`config.mk`:
```
export PLATFORM = sky130hd
export DESIGN_NAME = orl_ctrl
export DESIGN_NICKNAME = d
export VERILOG_FILES = /design/src/hw/rtl/orl_pkg.sv /design/src/hw/rtl/orl_ctrl.sv
export SDC_FILE = /design/constraint.sdc
export NUM_CORES = 1
export LEC_CHECK = 0
export ABC_AREA = 1
export BUFFER_PORTS_ARGS = -buffer_cell sky130_fd_sc_hd__buf_2
export CAP_MARGIN = 10
export CORE_AREA = 8 8 45 47
export CTS_BUF_LIST = sky130_fd_sc_hd__clkbuf_8
export CTS_CLUSTER_DIAMETER = 80
export CTS_CLUSTER_SIZE = 8
export DETAILED_ROUTE_END_ITERATION = 16
export DIE_AREA = 0 0 53 55
export PLACE_DENSITY = 0.37
export SETUP_SLACK_MARGIN = 0.1
export SLEW_MARGIN = 20
export SYNTH_ARGS = -nofsm -noshare
export SYNTH_HDL_FRONTEND = slang
export SYNTH_SLANG_ARGS = --single-unit
```
`constraint.sdc`:
```
create_clock -name clk -period 0.95 [get_ports clk]
set_input_delay 0.19 -clock clk [delete_from_list [all_inputs] [get_ports clk]]
set_output_delay 0.19 -clock clk [all_outputs]
set_load 0.01 [all_outputs]
```
`src/hw/rtl/orl_pkg.sv`:
```
// shared constants, codes and interface types of the ring log
package orl_pkg;

  localparam int unsigned DEPTH = 64;
  localparam int unsigned IDX_W = $clog2(DEPTH);
  localparam int unsigned CHAN_W = 8;
  localparam int unsigned TIME_W = 32;
  localparam int unsigned VAL_W = 32;
  localparam int unsigned REC_W = CHAN_W + TIME_W + VAL_W;

  localparam logic [1:0] MODE_APPEND = 2'd0;
  localparam logic [1:0] MODE_NEWEST = 2'd1;
  localparam logic [1:0] MODE_BACK   = 2'd2;
  localparam logic [1:0] MODE_READ   = 2'd3;

  localparam logic [1:0] ST_OK    = 2'd0;
  localparam logic [1:0] ST_EMPTY = 2'd1;
  localparam logic [1:0] ST_LAST  = 2'd2;

  typedef struct packed {
    logic accept;
    logic capture;
  } orl_cmd_t;

  typedef struct packed {
    logic is_read;
  } orl_stat_t;

endpackage

```
`src/hw/rtl/orl_ctrl.sv`:
```
// controller state machine sequencing one transfer at a time
module orl_ctrl (
  input  logic              clk,
  input  logic              rst,
  input  logic              in_valid,
  output logic              in_stall,
  output logic              out_valid,
  input  logic              out_stall,
  input  orl_pkg::orl_stat_t stat,
  output orl_pkg::orl_cmd_t  cmd
);
  import orl_pkg::*;

  typedef enum logic [1:0] {
    S_IDLE,
    S_READ,
    S_HOLD
  } state_t;

  state_t state;

  always_comb begin
    cmd.accept  = (state == S_IDLE) && in_valid;
    cmd.capture = (state == S_READ);
  end

  always_ff @(posedge clk) begin
    if (rst) begin
      state     <= S_IDLE;
      in_stall  <= 1'b0;
      out_valid <= 1'b0;
    end else begin
      case (state)
        S_IDLE: begin
          if (in_valid) begin
            in_stall <= 1'b1;
            if (stat.is_read) begin
              state <= S_READ;
            end else begin
              state     <= S_HOLD;
              out_valid <= 1'b1;
            end
          end
        end
        S_READ: begin
          state     <= S_HOLD;
          out_valid <= 1'b1;
        end
        S_HOLD: begin
          if (!out_stall) begin
            state     <= S_IDLE;
            out_valid <= 1'b0;
            in_stall  <= 1'b0;
          end
        end
        default: begin
          state     <= S_IDLE;
          in_stall  <= 1'b0;
          out_valid <= 1'b0;
        end
      endcase
    end
  end

endmodule

```
== Yosys cells after proc, flatten, opt, wreduce, memory -nomap -nowiden ==
Index checks and enable logic that the tools add are counted.
Cells by class
  mux-type cells: 10
  reductions and logical operators: 5
  equal/unequal tests: 5
  bitwise operators: 1
Operators by type and width (count)
  $mux 2: 3
  $ne 2x2->1 const B: 3
  $pmux 1 s3: 2
  $pmux 2 s3: 1
  $reduce_and 3->1: 2
  $mux 1: 4
  $eq 2x1->1 const B: 1
  $eq 2x2->1 const B: 1
  $logic_not 2->1: 1
  $reduce_and 2->1: 1
  $logic_and 1x1->1: 1
  $not 1->1: 1
Storage, ports and cells
  word-level logic and storage cells: 24
  output and inout bits: 4
  input port bits: 5
  bits in registers: 4

== Depth between registers and ports, before layout ==
  depth after elaboration: 3
  gate-level depth with buffers: 5
  mapped depth without buffers: 5

== Worst setup path before layout ==
OpenSTA, ideal clock, no wires.
  path type: register to output
  from: register state[1]
  to: output cmd[1] (netlist name)
  setup slack: 0.112 ns
  data arrival time: 0.648 ns
  required time: 0.760 ns
  path buffers: 0
  stages on the path, launching flop included: 4
  cells stage by stage: dfxtp_1 nor2_1 nand2_1 inv_1
RTL lines
  start, declared: line orl_ctrl.sv:20  | state_t state;
  start signal, assigned: line orl_ctrl.sv:29  | state <= S_IDLE;
  start signal, assigned: line orl_ctrl.sv:38  | state <= S_READ;
  start signal, assigned: line orl_ctrl.sv:40  | state <= S_HOLD;
  end, declared: line orl_ctrl.sv:10  | output orl_pkg::orl_cmd_t cmd

==> flow_summary.json <==
{
  "drv_slew": 0,
  "pre_cts_ws_ns": -0.0002436,
  "cp_data_required_time_ns": 0.76,
  "ios": 9,
  "cts_buffers": 3,
  "total_power_mw": 0.7119,
  "cts_tree": "done",
  "drt-pass1-iter-count": 1,
  "fin_area_sq_um": 397.9,
  "fin_nets": 50,
  "cts_hold_buf": 0,
  "die_area_sq_um": 2915,
  "cellPowerDensity_nw_per_um2": 1789,
  "ir_worst_vdd_v": 0.0006651,
  "holdCritPathClass": "in -> reg",
  "syn_area_sq_um": 172.7,
  "first_global_vias": 235,
  "grt_remaining_overflow": 0,
  "drcViolationCount": 0,
  "tightest_slew_ns": 0.1468,
  "portBuffers": 8,
  "slew_headroom": 0.9021,
  "hold_viol_final": 0,
  "clock_sinks": 4,
  "path_buf_inv": 2,
  "synth_common_cells": "nand2_1, inv_1, dfxtp_1",
  "fmax_mhz": 950.1,
  "fin_crit_sh": 1.108,
  "status": "finished with violations",
  "swShare": 0.2342,
  "met3_usage": 0.03209,
  "crit_fanout": 3,
  "fin_tns_setup_ns": -0.2620,
  "leakagePower_nw": 0.1931,
  "min_from": "rst",
  "syn_area_per_cell_sq_um": 6.907,
  "top_usage_layer": "met2",
  "fin_worst_skew_ns": 0.001470,
  "ff2ff_path_depth": 6,
  "hpwl_microns": 399.1,
  "hold_depth": 2,
  "place_congestion": 0.6370,
  "rrSetupSlack_ns": -0.06,
  "critical_path.top_delay_family": "flip-flops",
  "synth_most_common_cell": "nand2_1",
  "htreeDepth": 1,
  "power.share.combinational": 0.228,
  "final_util": 0.2875,
  "antenna_left": 0,
  "yosys_warnings": 0,
  "synth.largest_area_cell": "dfxtp_1",
  "num-fill-cells": 157,
  "grt_util_met2": 0.07031,
  "drt_wl_total_microns": 571,
  "via_per_inst": 3.712,
  "violations": "setup timing",
  "grt_setup_unrepaired": "true",
  "coreArea_sq_um": 1384,
  "placed_cell_area_sq_um": 247.7,
  "critPathCaptureType": "output pin",
  "max_stage_delay_ns": 0.33,
  "synth_cell_types": 8,
  "root_buffer": "clkbuf_8",
  "crit_arrival_ns": 0.86,
  "synth_fp_nets": 30,
  "seqPwrFrac": 0.280,
  "grtUsageMet1": 0.03945,
  "vias": 219,
  "cap_violations": 0,
  "netlist_top_cells_area": "dfxtp_1, nand2_1, inv_1, a21oi_1, nand3_1",
  "p_sw_mw": 0.1667,
  "synthArstFlopShare": 0,
  "syn2layout_area_growth_pct": 130.4,
  "power_frac_clock": 0.492,
  "grt_max_degree": 5,
  "synth_edf_count": 0,
  "r2r-start": "state[0]",
  "ys_seq_area_frac": 0.4638,
  "die_w_microns": 53,
  "clk_latency_ns": 0.21,
  "worstSetupStartpointType": "register",
  "path_clk_slew_ns": 0.03,
  "path_class": "reg -> out",
  "rr_endpoint": "state[0]",
  "diodes": 0,
  "slowest_stage": "dfxtp_2",
  "dieHeight_microns": 55,
  "start_util": 0.1248,
  "period_minus_slack_ns": 1.053,
  "grt_pass1_wl_microns": 952,
  "synth_top_area_share": 0.4638,
  "cp_cell_sequence": "nor2_4 -> nand2_2 -> inv_1 -> buf_2",
  "yosys_register_bits": 4,
  "synthCells": 25,
  "routedWlPerCell_microns": 9.678,
  "drtIter0Drc": 0,
  "clockBufferDepth": 2,
  "fin_ws_ns": -0.1026,
  "finalSetupViolCount": 4,
  "drive_gt1_frac": 0.7442,
  "grt_util_all_layers": 0.04861,
  "yosys_most_used_dff": "dfxtp_1",
  "p_int_mw": 0.5451,
  "rows": 14,
  "antenna_found_initial": 0,
  "worstHoldEndpoint": "state[1]"
}
-- stage by stage --
| stage | cells | hold slack [ns] |
|---|---|---|
| 4_1_cts | 59 | 0.1731 |
| 3_5_place_dp | 51 | 0.4063 |
| 2_1_floorplan | 25 | 0.2524 |
| 3_3_place_gp | 51 | 0.4086 |
| 5_1_grt | 59 | 0.1862 |
| 6_report | 59 | 0.1900 |
-- worst max-delay path by stage --
stage,start,endpoint,slack [ns],depth (start not counted)
after CTS,state[1],cmd[1],-0.14,4
final,state[0],cmd[1],-0.10,4
after detailed placement,state[1],cmd[1],-0.0002,4
after global routing,state[0],cmd[1],-0.15,4
after floorplan,state[1],cmd[1],0.11,3
after global placement,state[1],cmd[1],0.02,4
-- power groups by stage --
stage	clock network, mW	registers [mW]	logic (mW)
6_report	0.351	0.199	0.162
5_1_grt	0.377	0.201	0.177
4_1_cts	0.364	0.196	0.139
3_5_place_dp	0	0.195	0.0919
3_3_place_gp	0	0.195	0.0932
2_1_floorplan	0	0.198	0.0420
-- sequential cells by signal, summed over array words and instances, names as in the netlist --
register and flops:
in_stall 1, out_valid 1, state 2
-- logic make-up (layout without fill, tap and decap cells) --
group,count (synthesis),in the layout,share of synthesized area
AO/OA/AOI/OAI,4,4,0.1377
buffers and inverters,5,23,0.1087
AND/OR/NAND/NOR,12,12,0.2899
flip-flops,4,4,0.4638
-- final cells by class --
type | count | area (sq um) | share of cell area
sequential | 4 | 87.58 | 0.2201
tap | 16 | 20.02 | 0.05031
clock buffer | 3 | 41.29 | 0.1038
multi-input combinational | 16 | 121.4 | 0.3050
timing repair buffer | 15 | 108.9 | 0.2736
inverter | 5 | 18.77 | 0.04717
-- worst reg2reg max path, stage by stage (launching register included) --
cell and delay (ns):
dfxtp_2 0.33, nor2_4 0.11, buf_4 0.12, buf_6 0.09
buf_4 0.09, nand4_1 0.11, nor2_1 0.10
-- cell usage in the layout, fill, tap and decap left out, drive strengths merged --
| master | synthesis | final |
|---|---|---|
| buf | 0 | 15 |
| nand2 | 7 | 7 |
| inv | 5 | 5 |
| a21oi | 4 | 4 |
| dfxtp | 4 | 4 |
| clkbuf | 0 | 3 |
| nor2 | 2 | 2 |
| nand3 | 2 | 2 |
| nand4 | 1 | 1 |
-- timing repair --
| action | CTS | global route |
|---|---|---|
| buffers inserted | 6 | 0 |
| gates resized for setup | 13 | 7 |
| setup endpoints to repair | 8 | 8 |
| pin swaps | 6 | 5 |
-- layer usage --
metal | wire length (microns) | vias up
met5 | 0 | -
met4 | 0 | 0
met3 | 47 | 0
met2 | 316 | 4
met1 | 207 | 100
li1 | - | 115
Power figures use the tool's default switching activity.
